===== config.mk =====
export PLATFORM = sky130hd
export DESIGN_NAME = ordered_key_list_engine
export DESIGN_NICKNAME = d
export VERILOG_FILES = /design/src/sv/okle_pkg.sv /design/src/sv/ordered_key_list_engine.sv /design/src/sv/okle_mem.sv /design/src/sv/okle_ctrl.sv
export SDC_FILE = /design/constraint.sdc
export NUM_CORES = 1
export LEC_CHECK = 0
export BUFFER_PORTS_ARGS = -buffer_cell sky130_fd_sc_hd__buf_2
export CAP_MARGIN = 10
export CORE_ASPECT_RATIO = 0.8
export CORE_UTILIZATION = 50
export CTS_CLUSTER_SIZE = 14
export DETAILED_ROUTE_END_ITERATION = 8
export PLACE_DENSITY = 0.76
export SLEW_MARGIN = 20
export SYNTH_ARGS = -nofsm -noshare
export SYNTH_HDL_FRONTEND = slang
export SYNTH_HIERARCHICAL = 1
export SYNTH_SLANG_ARGS = --single-unit

===== constraint.sdc =====
create_clock -name clk_i -period 4.72 [get_ports clk_i]
set_input_delay 0.236 -clock clk_i [delete_from_list [all_inputs] [get_ports clk_i]]
set_output_delay 0.236 -clock clk_i [all_outputs]
set_load 0.01 [all_outputs]

===== src/sv/okle_pkg.sv =====
// Shared types and codes for the ordered key list engine.
// Depends on nothing; imported by okle_mem, okle_ctrl and the top level.
package okle_pkg;

  localparam int unsigned KeyW    = 32;
  localparam int unsigned CmdW    = 3;
  localparam int unsigned PosW    = 4;
  localparam int unsigned StatusW = 2;
  localparam int unsigned CountW  = 5;

  typedef enum logic [CmdW-1:0] {
    CMD_INS_FRONT = 3'd0,
    CMD_INS_BACK  = 3'd1,
    CMD_DELETE    = 3'd2,
    CMD_CLEAR     = 3'd3,
    CMD_READ      = 3'd4
  } cmd_e;

  typedef enum logic [StatusW-1:0] {
    ST_OK        = 2'd0,
    ST_FULL      = 2'd1,
    ST_NOT_FOUND = 2'd2,
    ST_BAD_INDEX = 2'd3
  } status_e;

  typedef enum logic [3:0] {
    S_IDLE,
    S_EXEC,
    S_FRONT_RD,
    S_FRONT_WR,
    S_SCAN_RD,
    S_SCAN_CMP,
    S_DEL_RD,
    S_DEL_WR,
    S_READ_WAIT,
    S_DONE
  } state_e;

  // command word as taken from the input channel
  typedef struct packed {
    logic [CmdW-1:0]        command;
    logic signed [KeyW-1:0] key;
    logic [PosW-1:0]        position;
  } cmd_t;

  // result word handed from the sequencer to the output register
  typedef struct packed {
    status_e                status;
    logic [CountW-1:0]      entry_count;
    logic signed [KeyW-1:0] value;
  } res_t;

endpackage


===== src/sv/ordered_key_list_engine.sv =====
// Ordered key list engine: top level with stream ports and output register.
// Depends on okle_pkg, okle_mem and okle_ctrl.
//
// Use: a control processor sends command words on the s_axis channel and
// takes one result word per command on the m_axis channel.
//   s_axis_tdata_i: command, key, position. m_axis_tdata_o: status,
//   entry_count, value (zero unless a read succeeds).
// Commands: insert at head, append at tail, delete first matching key,
// clear, read the entry at a position. An insert into a full list is dropped
// with status full.
// The sequencer moves or compares one entry at a time through the single-port-read
// entry memory: a read state, then a write or compare state for each entry.
// One command is worked on at a time; s_axis_tready_o is high only while the
// sequencer is idle.
// The output register holds a finished word, so the next command is taken
// while the receiver stalls; the sequencer then waits with its own result
// until the register frees up.
// Reset clears the count and all handshake state; the entry memory is not
// cleared, entries beyond the count are never read.
module ordered_key_list_engine import okle_pkg::*; #(
  parameter int unsigned CAPACITY = 16
) (
  input  logic        clk_i,
  input  logic        rst_ni,
  input  logic        s_axis_tvalid_i,
  output logic        s_axis_tready_o,
  input  logic [39:0] s_axis_tdata_i,  // [2:0] command, [34:3] key, [38:35] position
  output logic        m_axis_tvalid_o,
  input  logic        m_axis_tready_i,
  output logic [39:0] m_axis_tdata_o   // [1:0] status, [6:2] entry_count, [38:7] value
);

  localparam int unsigned AddrW = (CAPACITY > 1) ? $clog2(CAPACITY) : 1;
  localparam int unsigned CntW  = $clog2(CAPACITY + 1);

  cmd_t                   cmd;
  res_t                   res;
  logic                   res_valid, res_ready;
  logic                   mem_we, mem_re;
  logic [AddrW-1:0]       mem_waddr, mem_raddr;
  logic signed [KeyW-1:0] mem_wdata, mem_rdata;

  logic  m_valid_q;
  res_t  m_res_q;

  assign cmd.command  = s_axis_tdata_i[2:0];
  assign cmd.key      = s_axis_tdata_i[34:3];
  assign cmd.position = s_axis_tdata_i[38:35];

  okle_ctrl #(
    .Capacity(CAPACITY),
    .AddrW   (AddrW),
    .CntW    (CntW)
  ) u_ctrl (
    .clk_i      (clk_i),
    .rst_ni     (rst_ni),
    .cmd_valid_i(s_axis_tvalid_i),
    .cmd_ready_o(s_axis_tready_o),
    .cmd_i      (cmd),
    .res_valid_o(res_valid),
    .res_ready_i(res_ready),
    .res_o      (res),
    .mem_we_o   (mem_we),
    .mem_waddr_o(mem_waddr),
    .mem_wdata_o(mem_wdata),
    .mem_re_o   (mem_re),
    .mem_raddr_o(mem_raddr),
    .mem_rdata_i(mem_rdata)
  );

  okle_mem #(
    .Depth(CAPACITY),
    .AddrW(AddrW)
  ) u_mem (
    .clk_i  (clk_i),
    .we_i   (mem_we),
    .waddr_i(mem_waddr),
    .wdata_i(mem_wdata),
    .re_i   (mem_re),
    .raddr_i(mem_raddr),
    .rdata_o(mem_rdata)
  );

  // output register: free when empty or being drained this cycle
  assign res_ready = !m_valid_q || m_axis_tready_i;

  always_ff @(posedge clk_i or negedge rst_ni) begin
    if (!rst_ni) begin
      m_valid_q <= 1'b0;
    end else if (res_ready) begin
      m_valid_q <= res_valid;
    end
  end

  always_ff @(posedge clk_i) begin
    if (res_ready && res_valid) begin
      m_res_q <= res;
    end
  end

  assign m_axis_tvalid_o = m_valid_q;
  assign m_axis_tdata_o  = {1'b0, m_res_q.value, m_res_q.entry_count, m_res_q.status};

  // sequencer never takes a command while it still holds a result
  a_busy_excl: assert property (@(posedge clk_i) disable iff (!rst_ni)
    !(s_axis_tready_o && res_valid))
    else $error("command accepted while result pending");

  // a full status always reports a full list
  a_full_count: assert property (@(posedge clk_i) disable iff (!rst_ni)
    (m_axis_tvalid_o && m_axis_tdata_o[1:0] == ST_FULL) |->
      m_axis_tdata_o[6:2] == CountW'(CAPACITY))
    else $error("full status with list not full");

  // a handed-over result shows up in the output register next cycle
  a_handover: assert property (@(posedge clk_i) disable iff (!rst_ni)
    (res_valid && res_ready) |=> m_axis_tvalid_o)
    else $error("result lost at output register");

  // a command that does not succeed carries a zero value
  a_value_zero: assert property (@(posedge clk_i) disable iff (!rst_ni)
    (m_axis_tvalid_o && m_axis_tdata_o[1:0] != ST_OK) |-> m_axis_tdata_o[38:7] == '0)
    else $error("value on failed command");

endmodule


===== src/sv/okle_mem.sv =====
// Entry storage: one write port, one read port with registered read data.
// Depends on okle_pkg for the key width.
module okle_mem import okle_pkg::*; #(
  parameter int unsigned Depth = 16,
  parameter int unsigned AddrW = 4
) (
  input  logic                   clk_i,
  input  logic                   we_i,
  input  logic [AddrW-1:0]       waddr_i,
  input  logic signed [KeyW-1:0] wdata_i,
  input  logic                   re_i,
  input  logic [AddrW-1:0]       raddr_i,
  output logic signed [KeyW-1:0] rdata_o
);

  logic signed [KeyW-1:0] mem_q [Depth];
  logic signed [KeyW-1:0] rdata_q;

  always_ff @(posedge clk_i) begin
    if (we_i) begin
      mem_q[waddr_i] <= wdata_i;
    end
  end

  always_ff @(posedge clk_i) begin
    if (re_i) begin
      rdata_q <= mem_q[raddr_i];
    end
  end

  assign rdata_o = rdata_q;

endmodule


===== src/sv/okle_ctrl.sv =====
// Sequencer of the list engine: key compare for the delete scan and one-entry move per step.
// Depends on okle_pkg; drives the ports of okle_mem.
module okle_ctrl import okle_pkg::*; #(
  parameter int unsigned Capacity = 16,
  parameter int unsigned AddrW    = 4,
  parameter int unsigned CntW     = 5
) (
  input  logic                   clk_i,
  input  logic                   rst_ni,
  input  logic                   cmd_valid_i,
  output logic                   cmd_ready_o,
  input  cmd_t                   cmd_i,
  output logic                   res_valid_o,
  input  logic                   res_ready_i,
  output res_t                   res_o,
  output logic                   mem_we_o,
  output logic [AddrW-1:0]       mem_waddr_o,
  output logic signed [KeyW-1:0] mem_wdata_o,
  output logic                   mem_re_o,
  output logic [AddrW-1:0]       mem_raddr_o,
  input  logic signed [KeyW-1:0] mem_rdata_i
);

  // wide enough for the count and for the 4-bit position and 5-bit count field
  localparam int unsigned ExtW = (CntW > CountW) ? CntW : CountW;

  state_e                 state_q, state_d;
  logic [CntW-1:0]        count_q, count_d;
  logic [CntW-1:0]        idx_q, idx_d;
  cmd_t                   cmd_q, cmd_d;
  status_e                status_q, status_d;
  logic signed [KeyW-1:0] value_q, value_d;

  logic [CntW-1:0] idx_prev, idx_next;
  logic [ExtW-1:0] cnt_ext, pos_ext;
  logic            last_idx;
  logic            full;

  assign idx_prev = idx_q - CntW'(1);
  assign idx_next = idx_q + CntW'(1);
  assign cnt_ext  = ExtW'(count_q);
  assign pos_ext  = ExtW'(cmd_q.position);
  assign last_idx = ({1'b0, idx_q} + (CntW+1)'(1)) >= {1'b0, count_q};
  assign full     = count_q >= CntW'(Capacity);

  always_ff @(posedge clk_i or negedge rst_ni) begin
    if (!rst_ni) begin
      state_q <= S_IDLE;
      count_q <= '0;
    end else begin
      state_q <= state_d;
      count_q <= count_d;
    end
  end

  always_ff @(posedge clk_i) begin
    idx_q    <= idx_d;
    cmd_q    <= cmd_d;
    status_q <= status_d;
    value_q  <= value_d;
  end

  always_comb begin
    state_d     = state_q;
    count_d     = count_q;
    idx_d       = idx_q;
    cmd_d       = cmd_q;
    status_d    = status_q;
    value_d     = value_q;
    cmd_ready_o = 1'b0;
    res_valid_o = 1'b0;
    mem_we_o    = 1'b0;
    mem_waddr_o = idx_q[AddrW-1:0];
    mem_wdata_o = mem_rdata_i;
    mem_re_o    = 1'b0;
    mem_raddr_o = idx_prev[AddrW-1:0];

    unique case (state_q)
      S_IDLE: begin
        cmd_ready_o = 1'b1;
        if (cmd_valid_i) begin
          cmd_d   = cmd_i;
          state_d = S_EXEC;
        end
      end

      S_EXEC: begin
        status_d = ST_OK;
        value_d  = '0;
        state_d  = S_DONE;
        unique case (cmd_q.command)
          CMD_INS_FRONT: begin
            if (full) begin
              status_d = ST_FULL;
            end else begin
              idx_d   = count_q;
              state_d = S_FRONT_RD;
            end
          end
          CMD_INS_BACK: begin
            if (full) begin
              status_d = ST_FULL;
            end else begin
              mem_we_o    = 1'b1;
              mem_waddr_o = count_q[AddrW-1:0];
              mem_wdata_o = cmd_q.key;
              count_d     = count_q + CntW'(1);
            end
          end
          CMD_DELETE: begin
            idx_d = '0;
            if (count_q == '0) begin
              status_d = ST_NOT_FOUND;
            end else begin
              state_d = S_SCAN_RD;
            end
          end
          CMD_CLEAR: begin
            count_d = '0;
          end
          CMD_READ: begin
            if (pos_ext >= cnt_ext) begin
              status_d = ST_BAD_INDEX;
            end else begin
              mem_re_o    = 1'b1;
              mem_raddr_o = pos_ext[AddrW-1:0];
              state_d     = S_READ_WAIT;
            end
          end
          default: begin
            // unused codes: no operation
          end
        endcase
      end

      // shift toward the tail, from the count down to one, then drop the key at the head
      S_FRONT_RD: begin
        if (idx_q == '0) begin
          mem_we_o    = 1'b1;
          mem_waddr_o = '0;
          mem_wdata_o = cmd_q.key;
          count_d     = count_q + CntW'(1);
          state_d     = S_DONE;
        end else begin
          mem_re_o = 1'b1;
          state_d  = S_FRONT_WR;
        end
      end

      S_FRONT_WR: begin
        mem_we_o = 1'b1;
        idx_d    = idx_prev;
        state_d  = S_FRONT_RD;
      end

      S_SCAN_RD: begin
        mem_re_o    = 1'b1;
        mem_raddr_o = idx_q[AddrW-1:0];
        state_d     = S_SCAN_CMP;
      end

      S_SCAN_CMP: begin
        if (mem_rdata_i == cmd_q.key) begin
          state_d = S_DEL_RD;
        end else if (last_idx) begin
          status_d = ST_NOT_FOUND;
          state_d  = S_DONE;
        end else begin
          idx_d   = idx_next;
          state_d = S_SCAN_RD;
        end
      end

      // close the gap: entry idx takes entry idx+1 up to the tail
      S_DEL_RD: begin
        if (last_idx) begin
          count_d = count_q - CntW'(1);
          state_d = S_DONE;
        end else begin
          mem_re_o    = 1'b1;
          mem_raddr_o = idx_next[AddrW-1:0];
          state_d     = S_DEL_WR;
        end
      end

      S_DEL_WR: begin
        mem_we_o = 1'b1;
        idx_d    = idx_next;
        state_d  = S_DEL_RD;
      end

      S_READ_WAIT: begin
        value_d = mem_rdata_i;
        state_d = S_DONE;
      end

      S_DONE: begin
        res_valid_o = 1'b1;
        if (res_ready_i) begin
          state_d = S_IDLE;
        end
      end

      default: begin
        state_d = S_IDLE;
      end
    endcase
  end

  assign res_o.status      = status_q;
  assign res_o.entry_count = cnt_ext[CountW-1:0];
  assign res_o.value       = value_q;

endmodule

==> results of run 1 <==
==> per-stage QoR <==
stage	instance area, µm²	cells	setup WS, ns
after floorplan	26400	1323	0.140
after global placement	28100	2089	0.656
after detailed placement	28100	2089	0.667
after CTS	30400	2243	0.684
after global routing	30400	2243	0.346
final	30400	2243	0.595
==> power groups by stage <==
stage / clock (mW) / sequential [mW] / combinational (mW)
after floorplan: 0 / 8.28 / 4.43
after global placement: 0 / 8.38 / 6.45
after detailed placement: 0 / 8.40 / 6.61
after CTS: 4.68 / 8.28 / 6.68
after global routing: 4.90 / 8.33 / 7.13
final: 4.60 / 8.28 / 6.64
==> worst max path at each step <==
| stage | endpoint | from | slack [ns] |
|---|---|---|---|
| detailed placement | u_mem/rdata_o[26]$_DFFE_PP_ | u_ctrl/idx_q[2]$_DFFE_PP_ | 0.67 |
| CTS | u_mem/rdata_o[24]$_DFFE_PP_ | u_ctrl/idx_q[2]$_DFFE_PP_ | 0.68 |
| finish | u_mem/rdata_o[24]$_DFFE_PP_ | u_ctrl/idx_q[2]$_DFFE_PP_ | 0.59 |
| global route | u_mem/rdata_o[20]$_DFFE_PP_ | u_ctrl/state_q[2]$_DFFE_PN0P_ | 0.35 |
| global placement | u_mem/rdata_o[29]$_DFFE_PP_ | u_ctrl/state_q[2]$_DFFE_PN0P_ | 0.66 |
| floorplan | u_mem/mem_q[4][0]$_DFFE_PP_ | u_ctrl/state_q[2]$_DFFE_PN0P_ | 0.14 |
==> cell type report <==
type	count	area share (%)
Inverter	13	0.161
Clock buffer	77	5.36
Timing Repair Buffer	188	4.68
Tap cell	684	2.82
Sequential cell	671	66.2
Clock inverter	35	0.737
Multi-Input combinational cell	575	20.1
==> synth_stat cells (all sizes together), types with 3 or more instances <==
cell / number / area share (%)
a21oi: 15 / 0.31
a221o: 4 / 0.15
a22o: 8 / 0.27
a22oi: 68 / 1.9
a31oi: 7 / 0.19
and2: 39 / 0.93
buf: 33 / 0.72
clkbuf: 31 / 0.44
dfrtp: 10 / 0.95
edfxtp: 661 / 75
ha: 13 / 0.62
inv: 13 / 0.19
mux2: 20 / 1.0
mux4: 128 / 11
nand2: 75 / 1.1
nand2b: 11 / 0.29
nand3: 7 / 0.13
nand4: 5 / 0.12
nor2: 29 / 0.41
nor2b: 7 / 0.17
nor3: 10 / 0.19
nor4: 9 / 0.21
nor4b: 3 / 0.21
o211ai: 5 / 0.14
o21ai: 36 / 0.68
o22ai: 3 / 0.071
or2: 4 / 0.095
or3b: 4 / 0.13
xor2: 35 / 1.2
==> registers in the layout (all words and copies together) (netlist names) <==
signal           count
m_axis_tdata_o      39
m_axis_tvalid_o      1
u_ctrl/cmd_q        39
u_ctrl/cnt_ext       5
u_ctrl/idx_q         5
u_ctrl/state_q       4
u_ctrl/status_q      2
u_ctrl/value_q      32
u_mem/mem_q        512
u_mem/rdata_o       32
==> what timing repair did <==
item,4_1_cts,5_1_grt
hold buffers,42,0
endpoints found under the hold margin,50,0
gates resized for setup,0,0
==> worst max-delay path: cells and delay by family (launching register included) <==
family	cells	cell delay (ns)
AND/OR/NAND/NOR	3	0.87
AO/OA/AOI/OAI	5	1.45
XOR/XNOR	1	0.29
buffers and inverters	1	0.34
adder cells (fa/ha/maj)	1	0.29
flip-flops	1	0.61
==> layer usage <==
| metal | vias up | share of wire [%] | GRT usage [%] |
|---|---|---|---|
| met3 | 104 | 9.3 | 4.37 |
| met5 | - | 0 | 0 |
| li1 | 5788 | - | - |
| met4 | 0 | 2.3 | 6.79 |
| met1 | 7063 | 41 | 32.7 |
| met2 | 700 | 47 | 34.7 |
==> cells by family after synthesis <==
family,synth area share (%)
AO/OA/AOI/OAI,4.20
XOR/XNOR,1.23
adder cells (fa/ha/maj),0.655
buffers and inverters,1.35
flip-flops,76.2
multiplexers,12.0
other,0.0142
AND/OR/NAND/NOR,4.36
==> impl_metrics.csv, run 1 <==
group,metric,value,unit
die,die_height,207,µm
logic_synthesis,synthFlopType,"edfxtp_1",
sta,fmax,242,MHz
critical_path,slowest_delay,0.61,ns
routing,antenna_left,0,
logic_synthesis,ys_seq_area_share,76.2,%
critical_path,r2r-start,"u_ctrl/idx_q[2]$_DFFE_PP_",
cts,cts.sinks,671,
logic_synthesis,ys_warn_count,6,
critical_path,r2r.worst_path.cells,11,
hold_path,hold_path_depth,4,
final_layout,layout.nets,1567,
sta,hold_ws,0.100,ns
critical_path,crit_fanout,21,
cts,cts_tree,"done",
final_layout,seqCellArea,20100,µm²
critical_path,arrival,4.48,ns
hold_path,min_to,"u_ctrl/state_q[0]$_DFFE_PN0P_",
critical_path,path_cells,"and3_1 > xor2_1 > ha_1 > o21ai_0 > o21a_1 > o22ai_1 > a221o_1 > and2_1 > buf_12 > a22oi_1 > nand2_1",
global_routing,grt_pass1_vias,13600,
cts,insertion_delay,0.65,ns
routing,firstDrtPassIters,5,
final_layout,drive_gt1_share,26.6,%
sta,setup_viol,0,
cts,cts_setup_buffers,0,
final_layout,layout_commonest_cell,"edfxtp_1",
sta,final.setup.tns,0,ns
sta,final_max_slew_viol_count,0,
cts,h-tree-depth,2,
logic_synthesis,synth_edf_count,661,
sta,rsz0062_at_grt,"no",
routing,viasPerCell,6.09,
logic_synthesis,ys_async_sr_fraction,1.49,%
routing,drc,0,
power_and_ir_drop,ir_drop,474,µV
logic_synthesis,synth_seq_cells,671,
sta,worst-slew-pin-transition,1.03,ns
cts,numCtsBuffers,61,
routing,totalWireLength,59.3,mm
logic_synthesis,postSynthCellCount,1323,
power_and_ir_drop,pwr-share-comb,34.0,%
power_and_ir_drop,p_seq_share,42.4,%
final_layout,post-route-util,58.9,%
power_and_ir_drop,internal-power,13.1,mW
cts,clk_pin_slew,0.06,ns
flow_run,drv_cap,0,
critical_path,rrSetupSlack,0.59,ns
critical_path,endpoint_kind,"register",
final_layout,layout_common_cells,"edfxtp_1 (661), mux4_2 (128), buf_2 (83), nand2_1 (75), a22oi_1 (68)",
routing,wire_per_inst,26.5,µm
power_and_ir_drop,p_switching,6.42,mW
power_and_ir_drop,swShare,32.9,%
logic_synthesis,synth_cell_types,60,
sta,period_needed,4.13,ns
critical_path,crit_type,"register to register",
final_layout,multi_input_area,6100,µm²
global_routing,grt.overflow.total,0,
sta,slew_headroom,31.1,%
final_layout,syn2layout_area_growth,15.2,%
place,port_buffers,83,
routing,dr.first_iter.drc_count,1628,
global_routing,grt_pass1_wl,87.8,mm
die,ios,86,
critical_path,crit_path_start_kind,"register",
global_routing,grt_use_total,22.5,%
critical_path,r2r-end,"u_mem/rdata_o[24]$_DFFE_PP_",
power_and_ir_drop,power.density,643,nW/µm²
die,die_x,259,µm
logic_synthesis,syn_avg_cell_area,19.9,µm²
hold_path,hold_path.class,"input pin to register",
die,rows,74,
critical_path,cp.required,5.08,ns
power_and_ir_drop,finalPower,19.5,mW
die,die_area,53700,µm²
global_routing,antenna_found_initial,1,
cts,root_buffer,"clkbuf_16",
final_layout,n_antenna_cell,0,
hold_path,min_from,"s_axis_tvalid_i",
sta,hold_viol,0,
sta,finalCritPeriodShare,87.4,%
status,status,"finished clean",
routing,vias,13700,
logic_synthesis,syn_nets,1380,
sta,finClkSkew,0.0481,ns
die,coreArea,51600,µm²
global_routing,grt_max_degree,50,
power_and_ir_drop,leakagePower,10.1,nW
power_and_ir_drop,clkPwrFrac,23.6,%
cts,cts_buffer_depth,3,
critical_path,critical-path-slowest-cell,"edfxtp_1",
logic_synthesis,synth_area,26400,µm²
final_layout,fillCellCount,3651,
place,place_congestion,0.854,
place,hpwlAfterDp,33.5,mm
die,start_util,51.1,%
(Power assumes the default switching activity.)
==> inputs of run 2 (changes only) <==
--- a/config.mk
+++ b/config.mk
@@ -11,7 +11,7 @@
 export CORE_UTILIZATION = 50
 export CTS_CLUSTER_SIZE = 14
 export DETAILED_ROUTE_END_ITERATION = 8
-export PLACE_DENSITY = 0.76
+export PLACE_DENSITY = 0.69
 export SLEW_MARGIN = 20
 export SYNTH_ARGS = -nofsm -noshare
 export SYNTH_HDL_FRONTEND = slang
==> impl_metrics.csv, run 2 (synthesis gave the netlist of run 1 again) <==
group,metric,value,unit
status,status,"finished clean",
critical_path,cp.required,5.05,ns
critical_path,crit_type,"register to register",
final_layout,fillCellCount,3723,
routing,firstDrtPassIters,5,
die,start_util,51.1,%
sta,final.setup.tns,0,ns
die,ios,86,
place,postPlaceCellArea,28200,µm²
sta,period_needed,4.11,ns
sta,fmax,244,MHz
routing,drc,0,
global_routing,grt_pass1_wl,90.4,mm
global_routing,grt_max_degree,58,
cts,root_buffer,"clkbuf_16",
place,port_buffers,83,
sta,finClkSkew,0.0241,ns
power_and_ir_drop,swShare,32.7,%
cts,cts_tree,"done",
global_routing,grt_use_met1,34.4,%
sta,final_max_slew_viol_count,0,
sta,hold_ws,0.0494,ns
global_routing,use_met2,35.2,%
routing,dr.first_iter.drc_count,1743,
global_routing,grt.overflow.total,0,
place,hpwlAfterDp,33.9,mm
final_layout,largest_reg_flops,512,
die,die_area,53700,µm²
sta,slew_headroom,33.3,%
power_and_ir_drop,p_switching,6.51,mW
cts,clk_pin_slew,0.07,ns
power_and_ir_drop,p_seq_share,41.5,%
die,coreArea,51600,µm²
sta,worst-slew-pin-transition,1.00,ns
cts,h-tree-depth,3,
place,place_congestion,0.878,
critical_path,arrival,4.44,ns
routing,antenna_left,0,
sta,setup_viol,0,
final_layout,layout.nets,1565,
final_layout,syn2layout_area_growth,16.0,%
cts,cts.sinks,671,
sta,rsz0062_at_grt,"no",
routing,wire_per_inst,27.5,µm
cts,cts_buffer_depth,3,
cts,numCtsBuffers,66,
power_and_ir_drop,leakagePower,10.1,nW
global_routing,grt_pass1_vias,13700,
power_and_ir_drop,ir_drop,606,µV
global_routing,busiest_layer,"met2",
routing,viasPerCell,6.13,
hold_path,hold_path.class,"input pin to asynchronous set/reset pin",
routing,vias,13700,
flow_run,drv_cap,0,
global_routing,grt_use_total,23.5,%
final_layout,layout_commonest_cell,"edfxtp_1",
die,rows,74,
final_layout,layout_common_cells,"edfxtp_1 (661), mux4_2 (128), buf_2 (83), nand2_1 (75), clkbuf_16 (69)",
critical_path,crit_fanout,37,
power_and_ir_drop,finalPower,19.9,mW
power_and_ir_drop,internal-power,13.4,mW
critical_path,endpoint_kind,"register",
critical_path,r2r.worst_path.cells,11,
sta,hold_viol,0,
power_and_ir_drop,clkPwrFrac,25.0,%
power_and_ir_drop,pwr-share-comb,33.4,%
sta,finalCritPeriodShare,87.0,%
die,die_x,259,µm
die,die_height,207,µm
cts,insertion_delay,0.60,ns
final_layout,final_area,30600,µm²
global_routing,antenna_found_initial,0,
critical_path,crit_path_start_kind,"register",
final_layout,seqCellArea,20100,µm²
routing,totalWireLength,61.6,mm
final_layout,regMostFlops,"u_mem/mem_q",
final_layout,post-route-util,59.3,%
power_and_ir_drop,power.density,652,nW/µm²
cts,cts_setup_buffers,0,
final_layout,drive_gt1_share,26.9,%
global_routing,global_route.usage.met3,5.85,%
final_layout,multi_input_area,6100,µm²
-- run 2: layout make-up --
| cell class | count | area share, % |
|---|---|---|
| diodes | 1 | 0.00818 |
| repair buffers | 181 | 4.79 |
| clock inverters | 32 | 0.773 |
| multi-input cells | 575 | 19.9 |
| well taps | 684 | 2.80 |
| clock buffers | 82 | 5.81 |
| flip-flops and latches | 671 | 65.7 |
| inverters | 13 | 0.160 |
-- run 2: per-stage QoR --
step	setup slack [ns]	cells
finish	0.614	2239
global route	0.435	2238
CTS	0.686	2238
detailed placement	0.708	2083
global placement	0.731	2083
floorplan	0.140	1323
-- run 2: metal layers --
layer / vias up / part of all wire [%] / routed length [µm]
li1: 5787 / - / -
met1: 7141 / 42 / 25700
met2: 693 / 46 / 28500
met3: 99 / 9.9 / 6100
met4: 0 / 2.2 / 1360
met5: - / 0 / 0
-- run 2: path summary, 6_finish.rpt --
kind	startpoint	to	slack, ns
setup / recovery	u_ctrl/idx_q[2]$_DFFE_PP_	u_mem/rdata_o[0]$_DFFE_PP_	0.61
hold / removal	rst_ni	u_ctrl/cnt_ext[3]$_DFFE_PN0P_	0.05
setup reg to reg	u_ctrl/idx_q[2]$_DFFE_PP_	u_mem/rdata_o[0]$_DFFE_PP_	0.61
hold reg to reg	u_ctrl/value_q[20]$_SDFFCE_PN0P_	m_axis_tdata_o[27]$_DFFE_PP_	0.42
max in group asynchronous	rst_ni	u_ctrl/state_q[3]$_DFFE_PN0P_	4.45
min in group clk_i	s_axis_tvalid_i	u_ctrl/state_q[0]$_DFFE_PN0P_	0.14
-- run 2: power by group through the flow --
stage / logic (mW) / clock network [mW] / registers [mW]
after floorplan: 4.43 / 0 / 8.28
after global placement: 6.52 / 0 / 8.39
after detailed placement: 6.65 / 0 / 8.40
after CTS: 6.71 / 5.08 / 8.28
after global routing: 7.17 / 5.30 / 8.33
final: 6.67 / 4.98 / 8.28
-- run 2: timing repair --
action / CTS / global route
hold buffers: 41 / 0
hold endpoints to repair: 50 / 0
resized for setup: 0 / 0
-- run 2: worst max-delay path: stages (launching register included) --
cell      delay [ns]
edfxtp_1        0.59
and3_1          0.27
xor2_1          0.25
ha_1            0.27
o21ai_0         0.43
o21a_1          0.28
o22ai_1         0.16
a211o_4         0.57
buf_12          0.29
mux4_2          0.32
a22oi_1         0.27
nand2_1         0.10
